--- src/rtl/avdc_pkg.sv ---
package avdc_pkg;

  // Field widths
  localparam int unsigned VoltW = 14;
  localparam int unsigned DegW  = 9;
  localparam int unsigned OffW  = 10;
  localparam int unsigned TimeW = 32;
  localparam int unsigned DirW  = 16;

  // Serial divider geometry: 39-bit dividend, 14-bit divisor, up to 25 quotient bits
  localparam int unsigned DivNumW  = 39;
  localparam int unsigned DivQW    = 25;
  localparam int unsigned DivStepW = 5;
  localparam logic [DivStepW-1:0] DivAngleSteps = 5'd25;
  localparam logic [DivStepW-1:0] DivRadSteps   = 5'd15;

  // Serial multiplier: 24-bit magnitude times 34-bit pi constant
  localparam int unsigned MagW     = 24;
  localparam int unsigned PiW      = 34;
  localparam int unsigned ProdW    = MagW + PiW;
  localparam int unsigned MulCntW  = 5;
  localparam logic [PiW-1:0] PiQ32 = 34'd13493037705;

  // Degrees to radians: divide by 1440 after dropping 32 fraction bits
  localparam logic [VoltW-1:0] RadDivisor = 14'd1440;
  localparam logic [25:0]      RadHalf    = 26'd720;

  // Angle in units of 2^-16 degree, 27-bit signed
  localparam int unsigned AngW = 27;
  localparam logic signed [AngW-1:0] FullTurn    = 27'sd23592960;
  localparam logic signed [AngW-1:0] HalfTurn    = 27'sd11796480;
  localparam logic signed [AngW-1:0] NegHalfTurn = -27'sd11796480;

  localparam logic [DegW-1:0]  ScaleMax       = 9'd360;
  localparam logic [TimeW-1:0] CalWindowMs    = 32'd30000;
  localparam logic [VoltW-1:0] CalSpreadMinMv = 14'd1000;

  // Configuration register indexes
  localparam logic [1:0] RegVoltMin   = 2'd0;
  localparam logic [1:0] RegVoltMax   = 2'd1;
  localparam logic [1:0] RegDeadzone  = 2'd2;
  localparam logic [1:0] RegBearing   = 2'd3;

  typedef enum logic [1:0] {
    CAL_EV_NONE = 2'd0,
    CAL_EV_DONE = 2'd1,
    CAL_EV_FAIL = 2'd2
  } cal_ev_e;

  typedef struct packed {
    logic [VoltW-1:0] voltage_mv;
    logic             pin_valid;
    logic             calibrate;
    logic [TimeW-1:0] now_ms;
  } in_item_t;

  typedef struct packed {
    logic signed [DirW-1:0] direction;
    logic                   direction_valid;
    logic                   cal_running;
    cal_ev_e                cal_event;
    logic [VoltW-1:0]       cal_min_mv;
    logic [VoltW-1:0]       cal_max_mv;
  } out_item_t;

  // Request to the shared serial divider
  typedef struct packed {
    logic                start;
    logic [DivStepW-1:0] steps;
    logic [VoltW-1:0]    divisor;
    logic [DivNumW-1:0]  dividend;
  } div_req_t;

  // Calibration status after the latest beat
  typedef struct packed {
    logic             running;
    cal_ev_e          event_code;
    logic [VoltW-1:0] low_mv;
    logic [VoltW-1:0] high_mv;
  } cal_stat_t;

endpackage

--- src/rtl/avdc_div.sv ---
module avdc_div (
  input  logic                  clk_i,
  input  logic                  rst_ni,
  input  avdc_pkg::div_req_t    req_i,
  output logic                  done_o,
  output logic [avdc_pkg::DivQW-1:0] quot_o
);
  import avdc_pkg::*;

  logic [VoltW-1:0]    rem_q, rem_d;
  logic [DivQW-1:0]    low_q;
  logic [DivQW-1:0]    quot_q;
  logic [VoltW-1:0]    divisor_q;
  logic [DivStepW-1:0] cnt_q;
  logic                busy_q;
  logic                done_q;
  logic [VoltW:0]      trial;
  logic                qbit;

  // One restoring step: bring in the next dividend bit, subtract if it fits
  always_comb begin
    trial = {rem_q, low_q[DivQW-1]};
    qbit  = (trial >= {1'b0, divisor_q});
    if (qbit) begin
      rem_d = VoltW'(trial - {1'b0, divisor_q});
    end else begin
      rem_d = trial[VoltW-1:0];
    end
  end

  always_ff @(posedge clk_i or negedge rst_ni) begin
    if (!rst_ni) begin
      busy_q <= 1'b0;
      done_q <= 1'b0;
      cnt_q  <= '0;
    end else begin
      done_q <= 1'b0;
      if (req_i.start) begin
        busy_q <= 1'b1;
        cnt_q  <= req_i.steps;
      end else if (busy_q) begin
        cnt_q <= cnt_q - 1'b1;
        if (cnt_q == DivStepW'(1)) begin
          busy_q <= 1'b0;
          done_q <= 1'b1;
        end
      end
    end
  end

  // Datapath: partial remainder, dividend tail and quotient shift registers
  always_ff @(posedge clk_i) begin
    if (req_i.start) begin
      rem_q     <= req_i.dividend[DivNumW-1:DivQW];
      low_q     <= req_i.dividend[DivQW-1:0];
      divisor_q <= req_i.divisor;
      quot_q    <= '0;
    end else if (busy_q) begin
      rem_q  <= rem_d;
      low_q  <= {low_q[DivQW-2:0], 1'b0};
      quot_q <= {quot_q[DivQW-2:0], qbit};
    end
  end

  assign done_o = done_q;
  assign quot_o = quot_q;

endmodule

--- src/rtl/avdc_smul.sv ---
module avdc_smul (
  input  logic                        clk_i,
  input  logic                        rst_ni,
  input  logic                        start_i,
  input  logic [avdc_pkg::MagW-1:0]   mag_i,
  output logic                        done_o,
  output logic [avdc_pkg::ProdW-1:0]  prod_o
);
  import avdc_pkg::*;

  logic [MagW-1:0]    mag_q;
  logic [ProdW-1:0]   acc_q;
  logic [MulCntW-1:0] cnt_q;
  logic               busy_q;
  logic               done_q;

  always_ff @(posedge clk_i or negedge rst_ni) begin
    if (!rst_ni) begin
      busy_q <= 1'b0;
      done_q <= 1'b0;
      cnt_q  <= '0;
    end else begin
      done_q <= 1'b0;
      if (start_i) begin
        busy_q <= 1'b1;
        cnt_q  <= MulCntW'(MagW);
      end else if (busy_q) begin
        cnt_q <= cnt_q - 1'b1;
        if (cnt_q == MulCntW'(1)) begin
          busy_q <= 1'b0;
          done_q <= 1'b1;
        end
      end
    end
  end

  // Shift-add, magnitude MSB first
  always_ff @(posedge clk_i) begin
    if (start_i) begin
      mag_q <= mag_i;
      acc_q <= '0;
    end else if (busy_q) begin
      mag_q <= {mag_q[MagW-2:0], 1'b0};
      acc_q <= {acc_q[ProdW-2:0], 1'b0} + (mag_q[MagW-1] ? ProdW'(PiQ32) : '0);
    end
  end

  assign done_o = done_q;
  assign prod_o = acc_q;

endmodule

--- src/rtl/avdc_cal.sv ---
module avdc_cal (
  input  logic                         clk_i,
  input  logic                         rst_ni,
  input  logic                         step_i,
  input  logic                         cal_i,
  input  logic [avdc_pkg::VoltW-1:0]   volt_i,
  input  logic [avdc_pkg::TimeW-1:0]   now_i,
  output avdc_pkg::cal_stat_t          stat_o
);
  import avdc_pkg::*;

  logic             active_q, active_d;
  logic [TimeW-1:0] start_q, start_d;
  logic [VoltW-1:0] low_q, low_d;
  logic [VoltW-1:0] high_q, high_d;
  cal_ev_e          event_q, event_d;
  logic [TimeW-1:0] win_start;
  logic [VoltW-1:0] low0, high0;
  logic [TimeW-1:0] elapsed;

  // One calibration step on the stored voltage
  always_comb begin
    active_d = active_q;
    start_d  = start_q;
    low_d    = low_q;
    high_d   = high_q;
    event_d  = CAL_EV_NONE;
    win_start = active_q ? start_q : now_i;
    low0      = active_q ? low_q : volt_i;
    high0     = active_q ? high_q : volt_i;
    elapsed   = now_i - win_start;
    if (cal_i) begin
      active_d = 1'b1;
      start_d  = win_start;
      high_d   = (volt_i > high0) ? volt_i : high0;
      low_d    = (volt_i < low0) ? volt_i : low0;
      if (elapsed > CalWindowMs) begin
        event_d  = ((high_d - low_d) >= CalSpreadMinMv) ? CAL_EV_DONE : CAL_EV_FAIL;
        active_d = 1'b0;
        start_d  = '0;
      end
    end
  end

  always_ff @(posedge clk_i or negedge rst_ni) begin
    if (!rst_ni) begin
      active_q <= 1'b0;
      start_q  <= '0;
      low_q    <= '0;
      high_q   <= '0;
      event_q  <= CAL_EV_NONE;
    end else if (step_i) begin
      active_q <= active_d;
      start_q  <= start_d;
      low_q    <= low_d;
      high_q   <= high_d;
      event_q  <= event_d;
    end
  end

  assign stat_o.running    = active_q;
  assign stat_o.event_code = event_q;
  assign stat_o.low_mv     = low_q;
  assign stat_o.high_mv    = high_q;

endmodule

--- src/rtl/analog_vane_direction_calibrate.sv ---
// Sequence: a beat with pin_valid 0 goes from S_IDLE straight to S_DONE, which loads
//   the output register; with pin_valid 1 it runs the 25-step angle divide, up to 2
//   wrap corrections, the 24-step serial pi multiply and the 15-step radian divide,
//   with hand-off states before the divides, and then reaches S_DONE.
// Throughput: one beat at a time; the next beat is taken once the current one has
//   reached the output register, which waits while a result is held under stall.
// Reset: asynchronous, active low; config to 0, 3300, 0, 0, control state to zero.
module analog_vane_direction_calibrate (
  input  logic                  clk_i,
  input  logic                  rst_ni,
  input  logic                  in_valid_i,
  output logic                  in_stall_o,
  input  avdc_pkg::in_item_t    in_data_i,
  output logic                  out_valid_o,
  input  logic                  out_stall_i,
  output avdc_pkg::out_item_t   out_data_o,
  input  logic                  cfg_valid_i,
  output logic                  cfg_ready_o,
  input  logic [1:0]            cfg_index_i,
  input  logic [avdc_pkg::VoltW-1:0] cfg_data_i
);
  import avdc_pkg::*;

  typedef enum logic [3:0] {
    S_IDLE,
    S_DIVA_GO,
    S_DIVA_WAIT,
    S_WRAP,
    S_MUL_WAIT,
    S_DIVB_GO,
    S_DIVB_WAIT,
    S_DONE
  } state_e;

  state_e state_q;

  logic [VoltW-1:0]        volt_min_q, volt_max_q;
  logic [DegW-1:0]         deadzone_q;
  logic signed [OffW-1:0]  offset_q;
  logic [VoltW-1:0]        last_volt_q;
  logic signed [DirW-1:0]  last_dir_q;

  logic [VoltW-1:0]        num_q, den_q;
  logic [DegW-1:0]         scale_q;
  logic signed [AngW-1:0]  ang_q;
  logic                    neg_q;
  logic                    pin_q;
  logic                    out_valid_q;
  out_item_t               out_q;

  logic                    accept;
  logic [VoltW-1:0]        v, lo, hi, num_d, den_d;
  logic [DegW-1:0]         scale_d;
  logic [VoltW-1:0]        stored_volt;
  logic [22:0]             num_scaled;
  logic [DivNumW-1:0]      angle_num;
  logic [DivNumW-1:0]      rad_num;
  logic [25:0]             rad_deg;
  div_req_t                div_req;
  logic                    div_done;
  logic [DivQW-1:0]        div_quot;
  logic signed [AngW-1:0]  ang_sum;
  logic signed [AngW-1:0]  ang_abs;
  logic                    mul_start;
  logic                    mul_done;
  logic [ProdW-1:0]        mul_prod;
  logic [DirW-1:0]         rad_mag;
  cal_stat_t               cal_stat;

  assign accept      = in_valid_i && !in_stall_o;
  assign in_stall_o  = (state_q != S_IDLE);
  assign cfg_ready_o = 1'b1;

  // Configuration registers
  always_ff @(posedge clk_i or negedge rst_ni) begin
    if (!rst_ni) begin
      volt_min_q <= '0;
      volt_max_q <= 14'd3300;
      deadzone_q <= '0;
      offset_q   <= '0;
    end else if (cfg_valid_i) begin
      unique case (cfg_index_i)
        RegVoltMin:  volt_min_q <= cfg_data_i;
        RegVoltMax:  volt_max_q <= cfg_data_i;
        RegDeadzone: deadzone_q <= cfg_data_i[DegW-1:0];
        RegBearing:  offset_q   <= $signed(cfg_data_i[OffW-1:0]);
        default:     ;
      endcase
    end
  end

  // Line through the calibration points, numerator clamped to 0..den
  always_comb begin
    v  = in_data_i.voltage_mv;
    lo = volt_min_q;
    hi = volt_max_q;
    if (hi > lo) begin
      den_d = hi - lo;
      if (v < lo)      num_d = '0;
      else if (v > hi) num_d = den_d;
      else             num_d = v - lo;
    end else if (hi < lo) begin
      den_d = lo - hi;
      if (v > lo)      num_d = '0;
      else if (v < hi) num_d = den_d;
      else             num_d = lo - v;
    end else begin
      den_d = VoltW'(1);
      num_d = (v > lo) ? VoltW'(1) : '0;
    end
    scale_d = ScaleMax - ((deadzone_q > ScaleMax) ? ScaleMax : deadzone_q);
  end

  assign stored_volt = in_data_i.pin_valid ? in_data_i.voltage_mv : last_volt_q;

  always_ff @(posedge clk_i or negedge rst_ni) begin
    if (!rst_ni) begin
      last_volt_q <= '0;
    end else if (accept && in_data_i.pin_valid) begin
      last_volt_q <= in_data_i.voltage_mv;
    end
  end

  always_ff @(posedge clk_i) begin
    if (accept) begin
      num_q   <= num_d;
      den_q   <= den_d;
      scale_q <= scale_d;
    end
  end

  // Angle dividend: num*scale*65536 + den/2
  assign num_scaled = {9'b0, num_q} * {14'b0, scale_q};
  assign angle_num  = {num_scaled, 16'b0} + {26'b0, den_q[VoltW-1:1]};

  // Radian dividend: floor(mag*pi_q32 / 2^32) + 720, aligned for 15 quotient bits
  assign rad_deg = mul_prod[ProdW-1:32] + RadHalf;
  assign rad_num = {3'b0, rad_deg, 10'b0};

  always_comb begin
    div_req.start    = (state_q == S_DIVA_GO) || (state_q == S_DIVB_GO);
    if (state_q == S_DIVB_GO) begin
      div_req.steps    = DivRadSteps;
      div_req.divisor  = RadDivisor;
      div_req.dividend = rad_num;
    end else begin
      div_req.steps    = DivAngleSteps;
      div_req.divisor  = den_q;
      div_req.dividend = angle_num;
    end
  end

  avdc_div u_div (
    .clk_i  (clk_i),
    .rst_ni (rst_ni),
    .req_i  (div_req),
    .done_o (div_done),
    .quot_o (div_quot)
  );

  // Mapped angle plus bearing offset, in 2^-16 degree
  assign ang_sum   = $signed({2'b0, div_quot}) + $signed({offset_q[OffW-1], offset_q, 16'b0});
  assign ang_abs   = ang_q[AngW-1] ? -ang_q : ang_q;
  assign mul_start = (state_q == S_WRAP) && (ang_q <= HalfTurn) && (ang_q > NegHalfTurn);

  avdc_smul u_smul (
    .clk_i   (clk_i),
    .rst_ni  (rst_ni),
    .start_i (mul_start),
    .mag_i   (ang_abs[MagW-1:0]),
    .done_o  (mul_done),
    .prod_o  (mul_prod)
  );

  assign rad_mag = {1'b0, div_quot[DirW-2:0]};

  avdc_cal u_cal (
    .clk_i  (clk_i),
    .rst_ni (rst_ni),
    .step_i (accept),
    .cal_i  (in_data_i.calibrate),
    .volt_i (stored_volt),
    .now_i  (in_data_i.now_ms),
    .stat_o (cal_stat)
  );

  // Sequencer and output register
  always_ff @(posedge clk_i or negedge rst_ni) begin
    if (!rst_ni) begin
      state_q     <= S_IDLE;
      last_dir_q  <= '0;
      out_valid_q <= 1'b0;
      pin_q       <= 1'b0;
      neg_q       <= 1'b0;
      ang_q       <= '0;
      out_q       <= '0;
    end else begin
      // S_DONE reloads the output register itself
      if (out_valid_q && !out_stall_i && (state_q != S_DONE)) begin
        out_valid_q <= 1'b0;
      end
      unique case (state_q)
        S_IDLE: begin
          if (accept) begin
            pin_q   <= in_data_i.pin_valid;
            state_q <= in_data_i.pin_valid ? S_DIVA_GO : S_DONE;
          end
        end
        S_DIVA_GO: state_q <= S_DIVA_WAIT;
        S_DIVA_WAIT: begin
          if (div_done) begin
            ang_q   <= ang_sum;
            state_q <= S_WRAP;
          end
        end
        S_WRAP: begin
          if (ang_q > HalfTurn) begin
            ang_q <= ang_q - FullTurn;
          end else if (ang_q <= NegHalfTurn) begin
            ang_q <= ang_q + FullTurn;
          end else begin
            neg_q   <= ang_q[AngW-1];
            state_q <= S_MUL_WAIT;
          end
        end
        S_MUL_WAIT: begin
          if (mul_done) begin
            state_q <= S_DIVB_GO;
          end
        end
        S_DIVB_GO: state_q <= S_DIVB_WAIT;
        S_DIVB_WAIT: begin
          if (div_done) begin
            last_dir_q <= neg_q ? $signed(-rad_mag) : $signed(rad_mag);
            state_q    <= S_DONE;
          end
        end
        S_DONE: begin
          if (!out_valid_q || !out_stall_i) begin
            out_valid_q           <= 1'b1;
            out_q.direction       <= last_dir_q;
            out_q.direction_valid <= pin_q;
            out_q.cal_running     <= cal_stat.running;
            out_q.cal_event       <= cal_stat.event_code;
            out_q.cal_min_mv      <= cal_stat.low_mv;
            out_q.cal_max_mv      <= cal_stat.high_mv;
            state_q               <= S_IDLE;
          end
        end
        default: state_q <= S_IDLE;
      endcase
    end
  end

  assign out_valid_o = out_valid_q;
  assign out_data_o  = out_q;

endmodule

--- config.mk ---
export PLATFORM = sky130hd
export DESIGN_NAME = analog_vane_direction_calibrate
export DESIGN_NICKNAME = d
export VERILOG_FILES = /design/src/rtl/avdc_pkg.sv /design/src/rtl/avdc_div.sv /design/src/rtl/avdc_smul.sv /design/src/rtl/avdc_cal.sv /design/src/rtl/analog_vane_direction_calibrate.sv
export SDC_FILE = /design/constraint.sdc
export NUM_CORES = 1
export LEC_CHECK = 0
export BUFFER_PORTS_ARGS = -buffer_cell sky130_fd_sc_hd__buf_2
export CAP_MARGIN = 20
export CORE_UTILIZATION = 45
export CTS_CLUSTER_DIAMETER = 60
export DETAILED_ROUTE_END_ITERATION = 7
export PLACE_DENSITY = 0.61
export SLEW_MARGIN = 30
export SYNTH_ARGS = -nofsm -noshare
export SYNTH_HDL_FRONTEND = slang
export SYNTH_SLANG_ARGS = --single-unit
--- constraint.sdc ---
create_clock -name clk_i -period 5.25 [get_ports clk_i]
set_input_delay 1.3125 -clock clk_i [delete_from_list [all_inputs] [get_ports clk_i]]
set_output_delay 1.3125 -clock clk_i [all_outputs]
set_load 0.02 [all_outputs]
==> flow_summary_export.csv, run 1 <==
group,metric,value,unit
worst_setup_path,path_delay_family,"compound AO/OA/AOI/OAI gates",
synth,ys_types,77,
global_route,grt-ovfl-total,0,
worst_setup_path,slowest_stage,"mux2_4",
final_layout,fin_cells,4624,
global_route,grt_pass1_wl,125,mm
synth,synth.area.top_cells,"dfrtp_1 (18%), edfxtp_1 (11%), ha_1 (9.2%), fa_1 (5.9%), nand2_1 (5.5%)",
synth,synth_warnings,0,
power_and_ir_drop,power_density,577,mW/mm²
worst_setup_path,crit_path_max_fanout,8,
synth,yosys-top-cells-count,"nand2_1 (470), ha_1 (234), dfrtp_1 (229)",
worst_setup_path,ff2ff_path_depth,21,
final_layout,n_fill_cell,6416,
global_route,gr-usage-all-layers,21.4,%
clocking,numCtsBuffers,54,
worst_setup_path,worst_path_largest_cell_delay,0.33,ns
die,pin_count,120,
timing,final_hold_viol_count,0,
synth,synth-async-reset-ratio,54.4,%
clocking,cts_root_buf,"clkbuf_16",
synth,synthesis.nets,3815,
synth,yosys.area.top_type,"dfrtp_1",
synth,syn_avg_cell_area,9.31,µm²
clocking,ctsHtreeMaxLevel,2,
routing,vias,24800,
power_and_ir_drop,p_seq_share,27.0,%
die,row_count,97,
worst_setup_path,crit_path_start,"in_data_i[33]",
power_and_ir_drop,clkPwrFrac,17.6,%
synth,synth_edf_count,114,
synth,yosysMostFrequentCell,"nand2_1",
routing,drt-initial-drc-count,1313,
global_route,antenna_found_initial,18,
place,portBuffers,118,
timing,slew-limit-headroom,32.6,%
timing,setup_viol,1,
power_and_ir_drop,internal-power,12.5,mW
place,place.gp.congestion,0.887,
timing,rsz0062_at_grt,"yes",
timing,fmaxAchievable,190,MHz
routing,remaining_drc_errors,0,
routing,avgRoutedWirePerCell,16.6,µm
power_and_ir_drop,power,21.4,mW
timing,tns,-0.0182,ns
place,place_inst,4491,
routing,wl,76.6,mm
final_layout,drive_above_1_share,19.0,%
worst_setup_path,critical_path_class,"input pin to register",
clocking,cts_tree,"done",
run,max-cap-violations,0,
timing,hold_slack,0.457,ns
worst_setup_path,r2r-end,"u_div.rem_q[12]$_DFFE_PP_",
timing,setup_ws,-0.0182,ns
final_layout,area_delta_synth_final,16.8,%
global_route,grt_pass1_vias,24000,
status,violations,"setup timing",
clocking,clkSlewWorstSetupHoldPaths,0.07,ns
die,dieArea,0.0717,mm²
clocking,cts.sinks,432,
timing,fin_skew,0.0534,ns
routing,viasPerCell,5.35,
routing,ant_nets,0,
final_layout,design_area,0.0371,mm²
place,place_ws,-1.17,ns
synth,syn_area,0.0318,mm²
worst_setup_path,crit_cells,27,
power_and_ir_drop,irDropWorstVdd,0.527,mV
clocking,cts_buffer_depth,3,
final_layout,utilization,53.0,%
worst_setup_path,crit_path_start_kind,"input pin",
power_and_ir_drop,p_comb_share,55.5,%
synth,yosysSeqAreaShare,34.5,%
synth,synthFlopType,"dfrtp_1",
die,die_h,268,µm
die,die_width,268,µm
worst_setup_path,reg2reg_slack,0.10,ns
worst_hold_path,hp-class,"register to register",
synth,ys_ff_latch,432,
power_and_ir_drop,p_switching,8.98,mW
worst_setup_path,cp_data_arrival_time,5.78,ns
routing,drtPass1Iterations,5,
power_and_ir_drop,switching_share,41.9,%
place,hpwl,57.0,mm
global_route,grt_max_degree,112,
synth,yosysTopAreaCellShare,18.0,%
worst_setup_path,r2r-start,"scale_q[0]$_DFFE_PP_",
timing,worstMarginPinSlew,1.00,ns
worst_setup_path,critPathCapture,"u_cal.event_q[0]$_DFFE_PN0P_",
place,placed_area,0.0345,mm²
status,status,"complete, but fails checks",
timing,drv_slew,0,
final_layout,fin_nets,4033,
worst_setup_path,cp-end-kind,"register",
die,core,0.0700,mm²
clocking,clock_latency,0.62,ns
power_and_ir_drop,leakage,17.3,nW
worst_setup_path,crit_required,5.76,ns
synth,synth_cells,3418,
die,initial_utilization,45.4,%
timing,timing.final.crit_share,100,%
timing,period_needed,5.27,ns
worst_setup_path,crit_buf_inv,4,
timing repair:
item	CTS	global route
setup endpoints to repair	7	9
cloned	0	1
setup buffers	20	8
pin swaps	28	39
hold buffers	0	0
gates resized for setup	43	93
power groups by stage:
stage          combinational (mW)  sequential [mW]  clock (mW)
4_1_cts                      11.5             5.77        3.87
2_1_floorplan                8.25             5.49           0
3_3_place_gp                 11.0             5.80           0
3_5_place_dp                 11.1             5.80           0
6_report                     11.9             5.78        3.77
5_1_grt                      13.3             5.94        4.00
layout by cell type (no fill, tap or decap), types with 16 or more instances in the layout:
cell type  instances
xor2_1            97
dfxtp_1           83
nand3_1           44
nand2_1          461
ha_1             227
o31ai_1           21
nand3b_1          16
or3_1             19
and3_1            30
buf_2            116
nand2b_1          36
fa_1              91
buf_4            201
mux2_2           108
a211oi_1          51
edfxtp_1         114
nor2_1           204
inv_1            215
a21oi_1          165
mux2i_1          124
nor2b_1           25
o21bai_1          31
dfrtp_1          226
and2_1            60
o21a_1            16
a31oi_1           28
o31ai_4           29
nand4_1           28
o21ai_0          197
a21o_1            66
nor3_1            34
clkbuf_16         56
xnor2_1          121
o22ai_1           18
sequential cells by signal, indices dropped and copies added, names as in the netlist, 16 cells and up:
signal and flops:
u_smul.prod_o 58, out_data_o 48, u_cal.start_q 32, ang_q 27, u_div.low_q 25, u_div.quot_o 25, u_smul.mag_q 24, last_dir_q 16
worst min path at each step:
stage	depth (start not counted)	endpoint	from
after CTS	2	ang_q[15]$_DFFE_PN0P_	u_div.quot_o[15]$_SDFFE_PN0P_
after detailed placement	2	ang_q[15]$_DFFE_PN0P_	u_div.quot_o[15]$_SDFFE_PN0P_
after global placement	2	ang_q[15]$_DFFE_PN0P_	u_div.quot_o[15]$_SDFFE_PN0P_
after floorplan	2	ang_q[15]$_DFFE_PN0P_	u_div.quot_o[15]$_SDFFE_PN0P_
final	2	ang_q[15]$_DFFE_PN0P_	u_div.quot_o[15]$_SDFFE_PN0P_
after global routing	2	u_smul.prod_o[31]$_SDFFE_PP0P_	u_smul.prod_o[31]$_SDFFE_PP0P_
metal layers:
metal	wire [µm]	track usage (%)
met5	207	0
met4	1360	4.74
met3	3270	3.67
met2	35200	34.8
met1	36500	29.7
worst min-delay path, cell delays in order (launching register included):
cell and delay (ns):
dfxtp_1 0.33, nand2_1 0.06, nand2_1 0.04
final cells by class:
type / instances / area, µm² / area share (%)
clock buffers: 71 / 1490 / 4.00
clock inverters: 31 / 339 / 0.913
multi-input cells: 2589 / 19900 / 53.5
inverters: 220 / 826 / 2.22
well taps: 940 / 1180 / 3.17
flip-flops and latches: 432 / 11000 / 29.6
repair buffers: 339 / 2460 / 6.62
diodes: 2 / 5.00 / 0.0135
kinds of logic after synthesis:
family | count (synthesis) | synth area share (%)
AND/OR/NAND/NOR | 1021 | 14.6
AO/OA/AOI/OAI | 762 | 16.3
flip-flops | 432 | 34.5
buffers and inverters | 397 | 4.88
adder cells (fa/ha/maj) | 328 | 15.1
multiplexers | 257 | 8.55
XOR/XNOR | 220 | 6.06
other | 1 | 0.0118
No activity file was read; power rests on OpenSTA's default activity.
==> run 2: changes to the inputs <==
Settings changed: ABC_AREA set to 1.
==> run 2 against run 1 <==
The flow now finishes without violations. First-iteration DRC count up 64%. Utilization down 1.5 points. Design area fell by 2.2%. Critical endpoint is now u_div.rem_q[11]$_DFFE_PP_. Via count grew 12%. Sequential cell count unchanged. Routed wire length rose by 12%. Combinational power grew 40%. Sequential share of layout area up 0.65 points.
==> flow_summary_export.csv, run 2 <==
group,metric,value,unit
timing,worstMarginPinSlew,0.892,ns
timing,final_hold_viol_count,0,
power_and_ir_drop,leakage,18.1,nW
clocking,clkSlewWorstSetupHoldPaths,0.06,ns
clocking,ctsHtreeMaxLevel,2,
routing,ant_nets,0,
timing,slew-limit-headroom,40.4,%
die,pin_count,120,
synth,synth-async-reset-ratio,54.4,%
routing,avgRoutedWirePerCell,16.1,µm
clocking,hold_buffers,0,
global_route,antenna_found_initial,1,
final_layout,final_common_cell,"nand2_1",
synth,synth.area.top_cells,"dfrtp_1 (18%), nand2_1 (11%), edfxtp_1 (11%), ha_1 (9.1%), inv_1 (7.6%)",
synth,yosysMostFrequentCell,"nand2_1",
die,die_h,270,µm
routing,remaining_drc_errors,0,
synth,synth_compound_area_share,16.6,%
worst_setup_path,crit_chain,"buf_4, nand2_1, inv_1, fa_1, fa_1, fa_1, fa_1, ha_4, inv_1, o31ai_4, nand2_1, o211ai_1, a21oi_1, o21ai_1, nand2_1, a21oi_2, nand3_1, a21oi_1, o21ai_0",
worst_setup_path,critical_path_class,"register to register",
global_route,grt_max_degree,104,
routing,viasPerCell,5.18,
synth,ys_types,72,
timing,period_needed,4.95,ns
die,initial_utilization,45.8,%
timing,fmaxAchievable,202,MHz
final_layout,fin_nets,4748,
final_layout,diodes,0,
place,place.gp.congestion,0.924,
timing,timing.final.crit_share,94.3,%
synth,synthFlopType,"dfrtp_1",
synth,ys_ff_latch,432,
clocking,numCtsBuffers,55,
synth,synthesis.nets,4603,
die,dieArea,0.0728,mm²
timing,drv_slew,0,
worst_setup_path,cpMostUsedCell,"fa_1",
run,max-cap-violations,0,
power_and_ir_drop,power_density,735,mW/mm²
timing,rsz0062_at_grt,"yes",
global_route,gr-usage-all-layers,23.4,%
worst_setup_path,cp_data_arrival_time,5.29,ns
global_route,grt_pass1_wl,140,mm
timing,hold_slack,0.465,ns
clocking,cts_root_buf,"clkbuf_16",
routing,drt-initial-drc-count,2151,
synth,synth_top_family_by_area,"simple AND/OR/NAND/NOR gates",
worst_setup_path,worst_path_largest_cell_delay,0.57,ns
timing,setup_viol,0,
worst_setup_path,cp-end-kind,"register",
power_and_ir_drop,p_comb_share,62.6,%
synth,yosysSeqAreaShare,34.0,%
clocking,cts_buffer_depth,3,
final_layout,area_delta_synth_final,12.6,%
synth,muxShareOfSynthArea,0.907,%
power_and_ir_drop,internal-power,13.8,mW
timing,fin_skew,0.0333,ns
synth,syn_area,0.0323,mm²
routing,wl,85.9,mm
worst_setup_path,crit_required,5.59,ns
clocking,cts.sinks,432,
worst_setup_path,slowest_stage,"fa_1",
clocking,cts_tree,"done",
power_and_ir_drop,switching_share,48.2,%
worst_setup_path,crit_path_max_fanout,6,
place,portBuffers,118,
synth,synth_cells,4206,
synth,syn_avg_cell_area,7.67,µm²
power_and_ir_drop,clkPwrFrac,14.7,%
synth,yosys.area.top_type,"dfrtp_1",
final_layout,utilization,51.5,%
global_route,grt-ovfl-total,0,
die,row_count,97,
final_layout,final_cell_mix,"nand2_1 (945), inv_1 (655), o21ai_0 (389), nor2_1 (277), a21oi_1 (254)",
die,core,0.0705,mm²
power_and_ir_drop,p_seq_share,22.7,%
synth,synth_edf_count,114,
worst_setup_path,path_delay_family,"adder cells",
status,status,"complete, no violations",
clocking,clock_latency,0.62,ns
worst_setup_path,crit_buf_inv,3,
place,hpwl,66.3,mm
die,die_width,270,µm
synth,synth_simple_gate_area_share,19.1,%
final_layout,drive_above_1_share,10.8,%
worst_hold_path,hp-class,"register to register",
power_and_ir_drop,irDropWorstVdd,0.477,mV
routing,vias,27600,
power_and_ir_drop,p_switching,12.9,mW
timing,tns,0,ns
final_layout,largest_register_ff_count,58,
routing,drtPass1Iterations,6,
synth,yosys-top-cells-count,"nand2_1 (948), inv_1 (656), o21ai_0 (393)",
worst_setup_path,crit_path_start_kind,"register",
synth,yosysTopAreaCellShare,17.8,%
synth,synthXorXnorAreaFrac,4.37,%
synth,synth_warnings,0,
global_route,grt_pass1_vias,26700,
synth,synth_fa_ha_area_share,14.9,%
run 2: changes by cell type after synthesis, sizes merged, moves of 53 or more:
cell,before,now
nand3,45,141
nand2,470,961
o22ai,18,79
inv,219,682
o21ai,221,425
a21oi,180,258
mux2i,140,0
xnor2,123,37
a21o,66,13
and2,62,4
mux2,117,26
nor2,209,285
a211oi,58,5
run 2: final timing paths:
| check | start | end | slack (ns) | cells after the start |
|---|---|---|---|---|
| max | num_q[5]$_DFFE_PP_ | u_div.rem_q[11]$_DFFE_PP_ | 0.30 | 19 |
| min | u_smul.prod_o[28]$_SDFFE_PP0P_ | u_smul.prod_o[28]$_SDFFE_PP0P_ | 0.47 | 2 |
| max reg2reg | num_q[5]$_DFFE_PP_ | u_div.rem_q[11]$_DFFE_PP_ | 0.30 | 19 |
| min reg2reg | u_smul.prod_o[28]$_SDFFE_PP0P_ | u_smul.prod_o[28]$_SDFFE_PP0P_ | 0.47 | 2 |
| max in group asynchronous | rst_ni | hi[10]$_DFFE_PN1P_ | 3.56 | 2 |
| min in group asynchronous | rst_ni | u_cal.start_q[8]$_DFFE_PN0P_ | 0.73 | 1 |
run 2: cell type report:
class                      count  area (µm²)
tap                          940        1180
sequential                   432       11000
timing repair buffer         236        1520
fill                        6902       34200
clock buffer                  74        1580
clock inverter                29         339
multi-input combinational   2940       18200
inverter                     686        2580
run 2: cell families (layout without fill, tap and decap cells):
| logic type | Yosys count | in the layout |
|---|---|---|
| other | 1 | 1 |
| muxes | 26 | 26 |
| and+or+nand+nor | 1502 | 1502 |
| adders and majority gates | 328 | 328 |
| buffers and inverters | 834 | 1025 |
| AOI/OAI and AO/OA | 922 | 922 |
| DFF | 432 | 432 |
| xor gates and xnor gates | 161 | 161 |
run 2: what timing repair did:
| item | CTS | global route |
|---|---|---|
| gates resized for setup | 0 | 19 |
| endpoints found under the setup margin | 0 | 5 |
| setup buffers | 0 | 22 |
run 2: worst register-to-register path: cells and delay by family (launching register included):
| family | cells | cell delay, ns |
|---|---|---|
| adders and majority gates | 5 | 2.32 |
| AOI/OAI and AO/OA | 7 | 1.11 |
| DFF | 1 | 0.53 |
| and+or+nand+nor | 4 | 0.36 |
| buffers and inverters | 3 | 0.34 |
run 2: power groups by stage:
stage / Clock [mW] / Sequential [mW] / Combinational (mW)
detailed placement: 0 / 6.12 / 16.1
floorplan: 0 / 5.81 / 12.1
global route: 4.15 / 6.24 / 19.0
global placement: 0 / 6.11 / 16.0
finish: 3.92 / 6.07 / 16.7
CTS: 4.02 / 6.08 / 16.2
run 2: routing by layer:
metal	global-route usage (%)	share of wire [%]
met5	0	0.012
met4	6.41	2.5
met3	3.01	4.9
met2	38.6	46
met1	32.3	47
run 2: through the flow:
stage	cells	cell area, µm²	power [mW]	setup WS (ns)
2_1_floorplan	4206	32300	17.9	0.0624
3_3_place_gp	5212	34100	22.1	-0.0561
3_5_place_dp	5212	34100	22.2	-0.128
4_1_cts	5315	36000	26.3	0.0887
5_1_grt	5337	36300	29.4	-0.0488
6_report	5337	36300	26.7	0.298
